<file path="src/hw/rtl/hfc_pkg.sv">
// hfc_pkg: request/result types, config struct and code constants
// for the hysteresis fan controller; no dependencies
package hfc_pkg;

    // request kinds
    localparam logic [2:0] KIND_TEMP   = 3'd0;
    localparam logic [2:0] KIND_RELAY  = 3'd1;
    localparam logic [2:0] KIND_RESULT = 3'd2;
    localparam logic [2:0] KIND_MANUAL = 3'd3;
    localparam logic [2:0] KIND_TICK   = 3'd4;
    localparam logic [2:0] KIND_FORCE  = 3'd5;

    // result events
    localparam logic [2:0] EV_NONE  = 3'd0;
    localparam logic [2:0] EV_STALE = 3'd1;
    localparam logic [2:0] EV_EVAL  = 3'd2;
    localparam logic [2:0] EV_CMD   = 3'd3;
    localparam logic [2:0] EV_DONE  = 3'd4;
    localparam logic [2:0] EV_ERR   = 3'd5;

    // threshold codes
    localparam logic [1:0] THR_NONE = 2'd0;
    localparam logic [1:0] THR_MAX  = 2'd1;
    localparam logic [1:0] THR_MIN  = 2'd2;

    // control states
    localparam logic [2:0] CS_DISABLED = 3'd0;
    localparam logic [2:0] CS_IDLE     = 3'd1;
    localparam logic [2:0] CS_COOLING  = 3'd2;
    localparam logic [2:0] CS_STALE    = 3'd3;
    localparam logic [2:0] CS_ERROR    = 3'd4;

    // configuration register indexes
    localparam logic [2:0] CFG_RULE_SETUP      = 3'd0;
    localparam logic [2:0] CFG_RULE_ACTIVE     = 3'd1;
    localparam logic [2:0] CFG_MIN_CENTI       = 3'd2;
    localparam logic [2:0] CFG_MAX_CENTI       = 3'd3;
    localparam logic [2:0] CFG_STALE_LIMIT     = 3'd4;
    localparam logic [2:0] CFG_POLL_INTERVAL   = 3'd5;
    localparam logic [2:0] CFG_FALLBACK_POLL   = 3'd6;

    localparam int CFG_DATA_W = 16;
    localparam int CFG_IDX_W  = 3;

    typedef struct packed {
        logic [2:0]         kind;
        logic signed [15:0] temperature;
        logic               targets_rule;
        logic               switch_on;
        logic               succeeded;
    } t_req;

    typedef struct packed {
        logic [2:0] event_res;
        logic       cmd_fan_on;
        logic [1:0] threshold_hit;
        logic [2:0] ctl_state;
        logic       relay_shown_known;
        logic       relay_shown_on;
        logic       poll_request;
    } t_res;

    typedef struct packed {
        logic               rule_setup;
        logic               rule_active;
        logic signed [14:0] min_centi;
        logic signed [14:0] max_centi;
        logic [15:0]        stale_limit;
        logic [15:0]        poll_interval;
        logic               fallback_poll;
    } t_cfg;

endpackage

</file>
<file path="src/hw/rtl/hfc_cfg.sv">
// hfc_cfg: configuration register file, write only
// depends on hfc_pkg
module hfc_cfg
    import hfc_pkg::*;
(
    input  logic                  i_clk,
    input  logic                  i_rst_n,
    input  logic                  i_cfg_we,
    input  logic [CFG_IDX_W-1:0]  i_cfg_idx,
    input  logic [CFG_DATA_W-1:0] i_cfg_data,
    output t_cfg                  o_cfg,
    output logic                  o_poll_clr
);

    t_cfg r_cfg;

    always_ff @(posedge i_clk) begin
        if (!i_rst_n) begin
            r_cfg.rule_setup      <= 1'b0;
            r_cfg.rule_active     <= 1'b0;
            r_cfg.min_centi       <= 15'sd2400;
            r_cfg.max_centi       <= 15'sd2800;
            r_cfg.stale_limit     <= 16'd70;
            r_cfg.poll_interval   <= 16'd30;
            r_cfg.fallback_poll   <= 1'b0;
        end else if (i_cfg_we) begin
            unique case (i_cfg_idx)
                CFG_RULE_SETUP:      r_cfg.rule_setup      <= i_cfg_data[0];
                CFG_RULE_ACTIVE:     r_cfg.rule_active     <= i_cfg_data[0];
                CFG_MIN_CENTI:       r_cfg.min_centi       <= i_cfg_data[14:0];
                CFG_MAX_CENTI:       r_cfg.max_centi       <= i_cfg_data[14:0];
                CFG_STALE_LIMIT:     r_cfg.stale_limit     <= i_cfg_data;
                CFG_POLL_INTERVAL:   r_cfg.poll_interval   <= i_cfg_data;
                CFG_FALLBACK_POLL:   r_cfg.fallback_poll   <= i_cfg_data[0];
                default: ;
            endcase
        end
    end

    assign o_cfg      = r_cfg;
    // rewriting the fallback flag makes a poll due at the next tick
    assign o_poll_clr = i_cfg_we && (i_cfg_idx == CFG_FALLBACK_POLL);

endmodule

</file>
<file path="src/hw/rtl/hfc_core.sv">
// hfc_core: controller state registers and the single-pass update logic
// depends on hfc_pkg
module hfc_core
    import hfc_pkg::*;
#(
    parameter int AGE_BITS  = 16,
    parameter int TEMP_BITS = 16
) (
    input  logic i_clk,
    input  logic i_rst_n,
    input  logic i_fire,
    input  t_req i_req,
    input  t_cfg i_cfg,
    input  logic i_poll_clr,
    output t_res o_res
);

    localparam int SAT_W = (TEMP_BITS > 16) ? TEMP_BITS : 16;
    localparam int CMP_W = (TEMP_BITS > 15) ? TEMP_BITS : 15;
    localparam int LIM_W = (AGE_BITS > 16) ? AGE_BITS : 16;
    localparam logic signed [SAT_W-1:0] T_HI = SAT_W'((1 << (TEMP_BITS - 1)) - 1);
    localparam logic signed [SAT_W-1:0] T_LO = ~T_HI;

    logic                        r_have_temp, n_have_temp;
    logic signed [TEMP_BITS-1:0] r_last_temp, n_last_temp;
    logic [AGE_BITS-1:0]         r_temp_age, n_temp_age;
    logic                        r_relay_rep, n_relay_rep;
    logic                        r_relay_rep_on, n_relay_rep_on;
    logic                        r_last_cmd_known, n_last_cmd_known;
    logic                        r_last_cmd_on, n_last_cmd_on;
    logic                        r_cmd_pending, n_cmd_pending;
    logic                        r_pending_on, n_pending_on;
    logic [2:0]                  r_ctrl_state, n_ctrl_state;
    logic [AGE_BITS-1:0]         r_poll_age, n_poll_age;
    logic                        r_polled_once, n_polled_once;

    logic signed [SAT_W-1:0]     temp_ext;
    logic signed [TEMP_BITS-1:0] temp_sat;
    logic signed [CMP_W-1:0]     t_cmp, min_cmp, max_cmp;
    logic                        rule_on;
    logic                        do_eval, force_eval, stale;
    logic                        want, hit;
    logic [1:0]                  thr;
    logic [1:0]                  eff;
    t_res                        res;

    // effective relay state: reported, then pending, then last command
    function automatic logic [1:0] relay_eff(
        input logic rep, input logic rep_on,
        input logic pend, input logic pend_on,
        input logic last_known, input logic last_on
    );
        logic [1:0] r;
        if (rep)             r = {1'b1, rep_on};
        else if (pend)       r = {1'b1, pend_on};
        else if (last_known) r = {1'b1, last_on};
        else                 r = 2'b00;
        return r;
    endfunction

    function automatic logic is_stale(
        input logic have, input logic [AGE_BITS-1:0] age, input logic [15:0] limit
    );
        return !have || (LIM_W'(age) > LIM_W'(limit));
    endfunction

    function automatic logic [AGE_BITS-1:0] age_inc(input logic [AGE_BITS-1:0] a);
        return (a == '1) ? a : a + 1'b1;
    endfunction

    // clamp the 16 bit report into the stored width
    always_comb begin
        temp_ext = SAT_W'(i_req.temperature);
        if (temp_ext > T_HI)      temp_sat = TEMP_BITS'(T_HI);
        else if (temp_ext < T_LO) temp_sat = TEMP_BITS'(T_LO);
        else                      temp_sat = TEMP_BITS'(temp_ext);
    end

    assign rule_on = i_cfg.rule_setup && i_cfg.rule_active;

    always_comb begin
        n_have_temp      = r_have_temp;
        n_last_temp      = r_last_temp;
        n_temp_age       = r_temp_age;
        n_relay_rep      = r_relay_rep;
        n_relay_rep_on   = r_relay_rep_on;
        n_last_cmd_known = r_last_cmd_known;
        n_last_cmd_on    = r_last_cmd_on;
        n_cmd_pending    = r_cmd_pending;
        n_pending_on     = r_pending_on;
        n_ctrl_state     = r_ctrl_state;
        n_poll_age       = r_poll_age;
        n_polled_once    = r_polled_once;
        res              = '0;
        do_eval          = 1'b0;
        force_eval       = 1'b0;
        stale            = 1'b0;
        want             = 1'b0;
        hit              = 1'b0;
        thr              = THR_NONE;
        eff              = 2'b00;
        t_cmp            = '0;
        min_cmp          = '0;
        max_cmp          = '0;

        case (i_req.kind)
            KIND_TEMP: begin
                n_have_temp = 1'b1;
                n_last_temp = temp_sat;
                n_temp_age  = '0;
                do_eval     = i_req.targets_rule && i_cfg.rule_setup;
            end
            KIND_RELAY: begin
                n_relay_rep    = 1'b1;
                n_relay_rep_on = i_req.switch_on;
            end
            KIND_RESULT: begin
                if (r_cmd_pending && (r_pending_on == i_req.switch_on)) begin
                    n_cmd_pending = 1'b0;
                end
                if (i_req.succeeded) begin
                    n_last_cmd_known = 1'b1;
                    n_last_cmd_on    = i_req.switch_on;
                    n_ctrl_state     = i_req.switch_on ? CS_COOLING : CS_IDLE;
                    res.event_res    = EV_DONE;
                    res.cmd_fan_on   = i_req.switch_on;
                end else begin
                    n_ctrl_state  = CS_ERROR;
                    res.event_res = EV_ERR;
                end
            end
            KIND_MANUAL: begin
                if (i_cfg.rule_setup && i_req.targets_rule) begin
                    n_last_cmd_known = 1'b1;
                    n_last_cmd_on    = i_req.switch_on;
                    n_cmd_pending    = 1'b0;
                    if (i_cfg.rule_active) begin
                        n_ctrl_state = i_req.switch_on ? CS_COOLING : CS_IDLE;
                    end else begin
                        n_ctrl_state = CS_DISABLED;
                    end
                end
            end
            KIND_TICK: begin
                n_temp_age = age_inc(r_temp_age);
                n_poll_age = age_inc(r_poll_age);
                if (rule_on && is_stale(r_have_temp, n_temp_age, i_cfg.stale_limit)
                        && (r_ctrl_state != CS_STALE)) begin
                    n_ctrl_state  = CS_STALE;
                    res.event_res = EV_STALE;
                end
                if (rule_on && i_cfg.fallback_poll && (!r_polled_once
                        || (LIM_W'(n_poll_age) >= LIM_W'(i_cfg.poll_interval)))) begin
                    n_polled_once    = 1'b1;
                    n_poll_age       = '0;
                    res.poll_request = 1'b1;
                end
            end
            KIND_FORCE: begin
                do_eval    = 1'b1;
                force_eval = 1'b1;
            end
            default: ;
        endcase

        // threshold evaluation on the updated temperature
        if (do_eval) begin
            stale   = is_stale(n_have_temp, n_temp_age, i_cfg.stale_limit);
            t_cmp   = CMP_W'(n_last_temp);
            min_cmp = CMP_W'(i_cfg.min_centi);
            max_cmp = CMP_W'(i_cfg.max_centi);
            eff     = relay_eff(n_relay_rep, n_relay_rep_on, n_cmd_pending,
                                n_pending_on, n_last_cmd_known, n_last_cmd_on);
            if (t_cmp >= max_cmp) begin
                want = 1'b1;
                thr  = THR_MAX;
                hit  = 1'b1;
            end else if (t_cmp <= min_cmp) begin
                want = 1'b0;
                thr  = THR_MIN;
                hit  = 1'b1;
            end
            if (!rule_on) begin
                n_ctrl_state = CS_DISABLED;
            end else if (stale) begin
                if (n_ctrl_state != CS_STALE) res.event_res = EV_STALE;
                n_ctrl_state = CS_STALE;
            end else if (!hit) begin
                n_ctrl_state  = eff[0] ? CS_COOLING : CS_IDLE;
                res.event_res = EV_EVAL;
            end else if (eff[1] && (eff[0] == want) && !force_eval) begin
                n_ctrl_state  = want ? CS_COOLING : CS_IDLE;
                res.event_res = EV_EVAL;
            end else begin
                n_cmd_pending     = 1'b1;
                n_pending_on      = want;
                res.event_res     = EV_CMD;
                res.cmd_fan_on    = want;
                res.threshold_hit = thr;
            end
        end

        res.ctl_state = n_ctrl_state;
        {res.relay_shown_known, res.relay_shown_on} =
            relay_eff(n_relay_rep, n_relay_rep_on, n_cmd_pending,
                      n_pending_on, n_last_cmd_known, n_last_cmd_on);
    end

    always_ff @(posedge i_clk) begin
        if (!i_rst_n) begin
            r_have_temp      <= 1'b0;
            r_last_temp      <= '0;
            r_temp_age       <= '0;
            r_relay_rep      <= 1'b0;
            r_relay_rep_on   <= 1'b0;
            r_last_cmd_known <= 1'b0;
            r_last_cmd_on    <= 1'b0;
            r_cmd_pending    <= 1'b0;
            r_pending_on     <= 1'b0;
            r_ctrl_state     <= CS_DISABLED;
            r_poll_age       <= '0;
            r_polled_once    <= 1'b0;
        end else begin
            if (i_fire) begin
                r_have_temp      <= n_have_temp;
                r_last_temp      <= n_last_temp;
                r_temp_age       <= n_temp_age;
                r_relay_rep      <= n_relay_rep;
                r_relay_rep_on   <= n_relay_rep_on;
                r_last_cmd_known <= n_last_cmd_known;
                r_last_cmd_on    <= n_last_cmd_on;
                r_cmd_pending    <= n_cmd_pending;
                r_pending_on     <= n_pending_on;
                r_ctrl_state     <= n_ctrl_state;
                r_poll_age       <= n_poll_age;
            end
            if (i_poll_clr) begin
                r_polled_once <= 1'b0;
            end else if (i_fire) begin
                r_polled_once <= n_polled_once;
            end
        end
    end

    assign o_res = res;

endmodule

</file>
<file path="src/hw/rtl/hysteresis_fan_controller_unit.sv">
// hysteresis_fan_controller_unit: top level with request/result handshakes, uses hfc_pkg
// path: an accepted request waits in the input register, then its result goes to the result register
// throughput: one request per cycle, set by the single-pass update between the two registers;
// a stalled result blocks new requests only once the input register is also occupied
// reset: synchronous active-low i_rst_n clears both valid flags, controller state and
// configuration registers to their defaults (rule off, thresholds 24.00 and 28.00)
module hysteresis_fan_controller_unit
    import hfc_pkg::*;
#(
    parameter int AGE_BITS  = 16,
    parameter int TEMP_BITS = 16
) (
    input  logic                  i_clk,
    input  logic                  i_rst_n,
    // request channel
    input  logic                  i_in_valid,
    output logic                  o_in_stall,
    input  t_req                  i_in_req,
    // result channel
    output logic                  o_out_valid,
    input  logic                  i_out_stall,
    output t_res                  o_out_res,
    // configuration write port
    input  logic                  i_cfg_we,
    input  logic [CFG_IDX_W-1:0]  i_cfg_idx,
    input  logic [CFG_DATA_W-1:0] i_cfg_data
);

    // input register holds one request until the core can retire it
    logic r_in_valid;
    t_req r_in_req;
    // result register faces the downstream side
    logic r_out_valid;
    t_res r_out_res;

    t_cfg cfg;
    logic poll_clr;
    t_res core_res;

    logic out_take;   // result register can load this cycle
    logic advance;    // request in the input register is processed now
    logic accept;     // new request enters the input register

    assign out_take   = !r_out_valid || !i_out_stall;
    assign advance    = r_in_valid && out_take;
    // stall only when a request is parked and the result register is blocked
    assign o_in_stall = r_in_valid && !out_take;
    assign accept     = i_in_valid && !o_in_stall;

    hfc_cfg u_cfg (
        .i_clk      (i_clk),
        .i_rst_n    (i_rst_n),
        .i_cfg_we   (i_cfg_we),
        .i_cfg_idx  (i_cfg_idx),
        .i_cfg_data (i_cfg_data),
        .o_cfg      (cfg),
        .o_poll_clr (poll_clr)
    );

    // state updates only when the request actually moves to the result register
    hfc_core #(
        .AGE_BITS  (AGE_BITS),
        .TEMP_BITS (TEMP_BITS)
    ) u_core (
        .i_clk      (i_clk),
        .i_rst_n    (i_rst_n),
        .i_fire     (advance),
        .i_req      (r_in_req),
        .i_cfg      (cfg),
        .i_poll_clr (poll_clr),
        .o_res      (core_res)
    );

    // valid flags
    always_ff @(posedge i_clk) begin
        if (!i_rst_n) begin
            r_in_valid  <= 1'b0;
            r_out_valid <= 1'b0;
        end else begin
            if (accept) begin
                r_in_valid <= 1'b1;
            end else if (advance) begin
                r_in_valid <= 1'b0;
            end
            if (advance) begin
                r_out_valid <= 1'b1;
            end else if (!i_out_stall) begin
                r_out_valid <= 1'b0;
            end
        end
    end

    // payload registers, no reset
    always_ff @(posedge i_clk) begin
        if (accept) begin
            r_in_req <= i_in_req;
        end
        if (advance) begin
            r_out_res <= core_res;
        end
    end

    assign o_out_valid = r_out_valid;
    assign o_out_res   = r_out_res;

    // a threshold code only travels with a command request
    a_thr_only_on_cmd: assert property (@(posedge i_clk) disable iff (!i_rst_n)
        r_out_valid && (r_out_res.threshold_hit != THR_NONE) |->
            (r_out_res.event_res == EV_CMD))
        else $error("threshold code without command request");

    // unknown relay state never shows as on
    a_relay_unknown_off: assert property (@(posedge i_clk) disable iff (!i_rst_n)
        r_out_valid && !r_out_res.relay_shown_known |-> !r_out_res.relay_shown_on)
        else $error("relay shown on while unknown");

    // an accepted request is held in the input register next cycle
    a_accept_holds: assert property (@(posedge i_clk) disable iff (!i_rst_n)
        accept |=> r_in_valid)
        else $error("accepted request lost");

    // a request that advances always produces a valid result next cycle
    a_advance_result: assert property (@(posedge i_clk) disable iff (!i_rst_n)
        advance |=> r_out_valid)
        else $error("processed request produced no result");

    // a poll request only comes out with fallback polling on
    a_poll_needs_fallback: assert property (@(posedge i_clk) disable iff (!i_rst_n)
        advance && core_res.poll_request |-> cfg.fallback_poll && cfg.rule_active)
        else $error("poll request without fallback polling");

endmodule

</file>
<file path="config.mk">
export PLATFORM = sky130hd
export DESIGN_NAME = hysteresis_fan_controller_unit
export DESIGN_NICKNAME = d
export VERILOG_FILES = /design/src/hw/rtl/hfc_pkg.sv /design/src/hw/rtl/hfc_cfg.sv /design/src/hw/rtl/hfc_core.sv /design/src/hw/rtl/hysteresis_fan_controller_unit.sv
export SDC_FILE = /design/constraint.sdc
export NUM_CORES = 1
export LEC_CHECK = 0
export BUFFER_PORTS_ARGS = -buffer_cell sky130_fd_sc_hd__buf_4
export CAP_MARGIN = 20
export CORE_UTILIZATION = 56
export CTS_CLUSTER_DIAMETER = 150
export DETAILED_ROUTE_END_ITERATION = 8
export PLACE_DENSITY = 0.71
export SLEW_MARGIN = 20
export SYNTH_ARGS = -nofsm -noshare
export SYNTH_HDL_FRONTEND = slang
export SYNTH_HIERARCHICAL = 1
export SYNTH_SLANG_ARGS = --single-unit
</file>
<file path="constraint.sdc">
create_clock -name i_clk -period 11.75 [get_ports i_clk]
set_input_delay 0 -clock i_clk [delete_from_list [all_inputs] [get_ports i_clk]]
set_output_delay 0 -clock i_clk [all_outputs]
set_load 0.005 [all_outputs]
</file>
==> results of run 1 <==
==> repair_timing <==
action / in CTS / in global routing
endpoints found under the setup margin: 0 / 0
hold buffers: 40 / 0
endpoints found under the hold margin: 73 / 0
==> report_power, final <==
group	switching (mW)	internal (mW)	leakage, nW
clock	0.247	0.300	0.278
sequential	0.0106	0.576	1.35
combinational	0.0729	0.0568	2.95
total	0.331	0.932	4.58
==> state kept, by name (all words and copies together), names as in the netlist, 3 cells and up <==
| register | flops |
|---|---|
| o_out_res | 12 |
| r_in_req | 22 |
| u_core/r_poll_age | 16 |
| u_core/r_last_temp | 16 |
| u_core/r_ctrl_state | 3 |
| u_cfg/o_cfg | 65 |
| u_core/r_temp_age | 16 |
==> cells by family after synthesis <==
family | after synthesis
DFF | 160
buffers and inverters | 126
xor gates and xnor gates | 23
muxes | 87
and+or+nand+nor | 389
adders and majority gates | 82
AOI/OAI and AO/OA | 213
==> cell usage after synthesis (3+ instances only) <==
library cell / count / area share [%]
nor2_1: 45 / 1.8
o31ai_1: 9 / 0.70
and3_1: 9 / 0.59
nor2b_1: 35 / 2.3
a311oi_1: 4 / 0.36
a22o_1: 4 / 0.36
a31oi_1: 11 / 0.72
nor4_1: 7 / 0.46
o22ai_1: 3 / 0.20
o21ai_0: 32 / 1.7
o21a_1: 8 / 0.63
xnor2_1: 16 / 1.5
o2111a_1: 3 / 0.35
nand2_1: 168 / 6.6
ha_1: 82 / 11
a21o_1: 10 / 0.78
edfxtp_1: 34 / 11
o211ai_1: 5 / 0.39
mux2_2: 16 / 1.9
dfxtp_1: 126 / 26
a21oi_2: 3 / 0.27
a211o_1: 3 / 0.27
clkbuf_1: 34 / 1.3
a21oi_1: 80 / 4.2
nand2b_1: 11 / 0.72
a21boi_0: 4 / 0.31
xor2_1: 7 / 0.64
nand4_1: 23 / 1.5
buf_2: 6 / 0.31
nand3_1: 34 / 1.8
mux2i_1: 71 / 7.4
inv_1: 74 / 2.9
buf_6: 7 / 0.82
and4_1: 8 / 0.73
or3_1: 11 / 0.72
and2_1: 8 / 0.52
nor3_1: 10 / 0.52
a211oi_1: 7 / 0.55
==> per-stage QoR <==
stage / hold slack, ns / utilization, %
after floorplan: 0.0989 / -
after global placement: 0.178 / 60.7
after detailed placement: 0.179 / 60.7
after CTS: 0.0262 / 66.6
after global routing: 0.0639 / 66.6
final: 0.0441 / 66.6
==> cells in the final DEF, fill, tap and decap left out, types with 10 or more instances in the layout <==
master	synthesis	layout
xnor2_1	16	16
a21oi_1	80	80
nor3_1	10	10
nand2b_1	11	11
inv_1	74	74
o21ai_0	32	32
mux2_2	16	16
a31oi_1	11	11
nand4_1	23	23
nor2b_1	35	34
nand3_1	34	34
ha_1	82	82
a21o_1	10	10
buf_4	1	67
nand2_1	168	168
dfxtp_1	126	126
dlygate4sd3_1	0	40
nor2_1	45	45
edfxtp_1	34	34
or3_1	11	11
clkbuf_16	0	17
mux2i_1	71	71
==> area by class of cell <==
class                      count  area [um^2]
clock buffer                  18          429
clock inverter                14          145
tap                          220          275
multi-input combinational    794         5510
sequential                   160         3540
inverter                      75          282
timing repair buffer         107          903
fill                        1345         5560
==> worst reg2reg max path, stage by stage (launching register included) <==
cell      delay, ns
dfxtp_1        0.40
and4_1         0.25
and4_1         0.28
nand4_1        0.19
o2111a_1       0.46
nand4_1        0.25
and2_1         0.25
o21ai_0        0.18
o31ai_1        0.13
ha_1           0.33
nand4_1        0.12
nor4_1         0.43
a21oi_1        0.17
nor4b_4        0.45
o211ai_2       0.21
a211o_1        0.32
a31oi_1        0.19
==> worst paths after layout <==
path,from,end,slack (ns),cells after the start
worst max-delay path,u_core/r_temp_age[4]$_SDFFE_PN0P_,o_out_res[1]$_DFFE_PP_,6.99,16
worst min register to register,u_core/r_last_temp[14]$_SDFFE_PN0P_,u_core/r_last_temp[14]$_SDFFE_PN0P_,0.46,2
worst max register to register,u_core/r_temp_age[4]$_SDFFE_PN0P_,o_out_res[1]$_DFFE_PP_,6.99,16
worst min-delay path,i_cfg_idx[0],u_cfg/o_cfg[63]$_SDFFE_PN0P_,0.04,3
==> metal layers <==
metal / GRT usage (%) / share of wire [%] / up-vias
met2: 44.7 / 47 / 203
met4: 7.66 / 1.9 / 0
met1: 37.3 / 47 / 3783
met5: 0 / 0 / -
met3: 4.60 / 4.5 / 30
li1: - / - / 3993
==> flow_summary.json, run 1 <==
{
  "ys_seq_area_share_pct": 36.9,
  "dp.cells": 1316,
  "cts-resized-gates": 0,
  "globalplace.congestion": 0.899,
  "vdd.ir_drop.worst_mv": 0.135,
  "antenna_found_initial": 0,
  "fmax_mhz": 210,
  "max_stage_delay_ns": 0.45,
  "pre_cts_ws_ns": 7.15,
  "syn_to_final_growth_pct": 15.5,
  "final-setup-viol-count": 0,
  "crit_family": "simple AND/OR/NAND/NOR gates",
  "cts_tree": "built",
  "holdCritPathClass": "in2reg",
  "grt_pass1_wl_um": 38300,
  "power.density_mw_per_mm2": 114,
  "routed_via_density": 5.77,
  "cts-root-buf": "clkbuf_16",
  "synthSimpleGateAreaFrac_pct": 20.4,
  "ant_nets": 0,
  "worstPathMaxFanout": 11,
  "ys_seq_elements": 160,
  "detailed_place_hpwl_um": 16600,
  "syn_area_per_cell_um2": 8.89,
  "grt_overflow": 0,
  "rsz0062_at_grt": "false",
  "drt_iter0_markers": 646,
  "initial_utilization_pct": 57.7,
  "critPathMostFrequentCell": "nand4_1",
  "drv_cap": 0,
  "worstPathArrival_ns": 5.03,
  "fin_crit_ns": 4.76,
  "clockBufferDepth": 2,
  "drc": 0,
  "slew_headroom_pct": 33.1,
  "dr.pass1.iters": 5,
  "cp-start-kind": "register",
  "period_share_pct": 40.5,
  "grt_pass1_vias": 7506,
  "synthDistinctLibCells": 82,
  "grt_usage_pct": 27.4,
  "critical_path.cell_chain": "and4_1, and4_1, nand4_1, o2111a_1, nand4_1, and2_1, o21ai_0, o31ai_1, ha_1, nand4_1, nor4_1, a21oi_1, nor4b_4, o211ai_2, a211o_1, a31oi_1",
  "fin_ws_ns": 6.99,
  "tightestPinTransition_ns": 1.00,
  "cpMaxStageDelayCell": "o2111a_1",
  "vias": 8009,
  "crit_required_ns": 12.01,
  "synth_compound_area_share_pct": 14.7,
  "grt_max_degree": 56,
  "netlist_area_mm2": 0.00960,
  "setup.worst_path.end_class": "register",
  "crit_buf_inv": 0,
  "synth-edff-count": 34,
  "critical_path_class": "reg2reg",
  "cts.clk_slew.worst_paths_ns": 0.07,
  "routed_wl_um": 23700,
  "portBuffers": 59,
  "final_cell_area_mm2": 0.0111,
  "synth_flop_cell": "dfxtp_1",
  "yosys_warnings": 6,
  "diodes": 0,
  "maxSlewViolCount": 0,
  "cts_setup_buffers": 0,
  "async_flop_share_pct": 0,
  "synthCells": 1080,
  "clk_latency_ns": 0.43,
  "synth_xor_area_share_pct": 2.10,
  "die_x_um": 133,
  "drive_gt1_share_pct": 12.2,
  "layout.cells.non_filler": 1388,
  "final_nets": 1283,
  "hold_viol_final": 0,
  "h-tree-depth": 4,
  "io_pins": 60,
  "numCtsBuffers": 17,
  "syn_nets": 1208,
  "tns_ns": 0,
  "synth.area.mux_share_pct": 9.28,
  "cts.sinks": 160,
  "row_count": 47,
  "fin_skew_ns": 0.00645,
  "finalPower_mw": 1.26,
  "placed_area_mm2": 0.0101,
  "synthAdderAreaFrac_pct": 10.7,
  "die_y_um": 133,
  "avgRoutedWirePerCell_um": 17.1,
  "core_area_mm2": 0.0166,
  "synth_top_family_by_area": "simple AND/OR/NAND/NOR gates",
  "fp.dieArea_mm2": 0.0177,
  "status": "complete, no violations",
  "p_leak_nw": 4.58
}
Power figures use the tool's default switching activity.
==> run 2: changes to the inputs <==
==> constraint.sdc (replaced) <==
create_clock -name i_clk -period 4.65 [get_ports i_clk]
set_input_delay 0 -clock i_clk [delete_from_list [all_inputs] [get_ports i_clk]]
set_output_delay 0 -clock i_clk [all_outputs]
set_load 0.005 [all_outputs]
==> run 2 against run 1 <==
- via count increased by 0.15%
- largest power group unchanged
- core utilization increased by 0.70 points
- clock skew increased by 0.0024 ns
- first-iteration DRC count increased by 3.9%
- total power increased to 2.5 times the previous value
- global-route usage increased by 0.38 points
- design area increased by 1.1%
- worst setup slack got worse by 6.8 ns
- die area unchanged
- sequential power increased to 2.5 times the previous value
- critical endpoint unchanged
- routed wire length increased by 1.3%
- clock power increased by 150%
==> flow_summary.json, run 2 (synthesis results as in run 1) <==
{
  "status": "complete, no violations",
  "hold_viol_final": 0,
  "diodes": 0,
  "ant_nets": 0,
  "fmax_mhz": 223,
  "numCtsBuffers": 17,
  "maxSlewViolCount": 0,
  "die_x_um": 133,
  "holdCritPathClass": "in2reg",
  "final_nets": 1296,
  "grt_pass1_wl_um": 38400,
  "routed_wl_um": 24000,
  "antenna_found_initial": 0,
  "crit_required_ns": 4.93,
  "finalPower_mw": 3.17,
  "tns_ns": 0,
  "cts_tree": "built",
  "period_share_pct": 96.3,
  "crit_start": "u_core/r_temp_age[0]$_SDFFE_PN0P_",
  "cp-start-kind": "register",
  "drive_gt1_share_pct": 13.4,
  "vias": 8021,
  "multi_input_area_mm2": 0.00552,
  "layout_common_cells": "nand2_1, dfxtp_1, ha_1",
  "critical_path.cell_chain": "ha_1, and3_1, nand4_1, o2111a_2, buf_4, nand2b_1, a31oi_1, ha_1, a21oi_1, o21ai_0, o31ai_1, a21oi_1, nor4b_4, o211ai_2, a211o_1, a31oi_1",
  "dr.pass1.iters": 5,
  "fp.dieArea_mm2": 0.0177,
  "max_stage_delay_ns": 0.46,
  "cts.sinks": 160,
  "drt_iter0_markers": 671,
  "portBuffers": 59,
  "syn_to_final_growth_pct": 16.7,
  "register_area_mm2": 0.00354,
  "p_leak_nw": 4.65,
  "grt_max_degree": 76,
  "worstPathArrival_ns": 4.76,
  "hold-worst-slack_ns": 0.0185,
  "io_pins": 60,
  "core_area_mm2": 0.0166,
  "clockBufferDepth": 2,
  "row_count": 47,
  "fin_skew_ns": 0.00889,
  "power.density_mw_per_mm2": 283,
  "h-tree-depth": 4,
  "avgRoutedWirePerCell_um": 17.1,
  "initial_utilization_pct": 57.7,
  "tightestPinTransition_ns": 1.06,
  "cts-root-buf": "clkbuf_16",
  "reg2reg_from": "u_core/r_temp_age[0]$_SDFFE_PN0P_",
  "grt_usage_pct": 27.8,
  "critical_path_class": "reg2reg",
  "worstPathMaxFanout": 9,
  "routed_via_density": 5.73,
  "drv_cap": 0,
  "clk_latency_ns": 0.43,
  "nFillCells": 1318,
  "setup.worst_path.end_class": "register",
  "globalplace.congestion": 0.916,
  "cts.clk_slew.worst_paths_ns": 0.07,
  "die_y_um": 133,
  "drc": 0,
  "cpMaxStageDelayCell": "dfxtp_1",
  "final-setup-viol-count": 0,
  "detailed_place_hpwl_um": 16600,
  "holdCritStartpoint": "i_rst_n",
  "largest_reg_flops": 65,
  "vdd.ir_drop.worst_mv": 0.270,
  "grt_overflow": 0,
  "layout_commonest_cell": "nand2_1",
  "slew_headroom_pct": 29.2,
  "rrSetupSlack_ns": 0.17,
  "fin_crit_ns": 4.48,
  "grt_pass1_vias": 7636
}
## run 2: layout make-up
class                      instances  area share (%)
multi-input combinational        794            49.2
sequential                       160            31.6
timing repair buffer             120            9.09
clock buffer                      17            3.80
inverter                          75            2.51
tap                              220            2.46
clock inverter                    15            1.25
## run 2: what timing repair did
item | in CTS | in global routing
endpoints found under the hold margin | 79 | 0
endpoints found under the setup margin | 0 | 7
gates resized for setup | 0 | 5
hold buffers | 42 | 0
buffers inserted | 0 | 2
## run 2: layer usage
layer	global-route usage, %	share of wire, %
met5	0	0
met2	45.9	47
met3	4.33	3.9
met1	36.6	47
met4	10.3	2.1
## run 2: worst paths after layout
check	to	cells past startpoint
min reg2reg	u_cfg/o_cfg[36]$_SDFFE_PN0P_	2
max	o_out_res[1]$_DFFE_PP_	16
min	u_cfg/o_cfg[20]$_SDFFE_PN0P_	3
max reg2reg	o_out_res[1]$_DFFE_PP_	16
## run 2: power by group
group	internal, mW	switching [mW]	leakage [nW]	total [mW]
Combinational	0.149	0.190	3.02	0.338
Sequential	1.46	0.0245	1.35	1.48
Clock	0.709	0.643	0.274	1.35
## run 2: stage by stage
step	instances	worst slack [ns]	instance area, um^2	utilization, %
3_5_place_dp	1325	0.253	10200	61.2
5_1_grt	1401	-0.0162	11200	67.3
4_1_cts	1399	0.227	11200	67.1
3_3_place_gp	1325	0.350	10200	61.2
2_1_floorplan	1080	0.581	9600	-
6_report	1401	0.171	11200	67.3
## run 2: critical path: cells and delay by family, from the launching register on
kind	cells	cell delay, ns
DFF	1	0.46
adders and majority gates	2	0.58
and+or+nand+nor	4	1.02
AOI/OAI and AO/OA	9	2.09
buffers and inverters	1	0.16
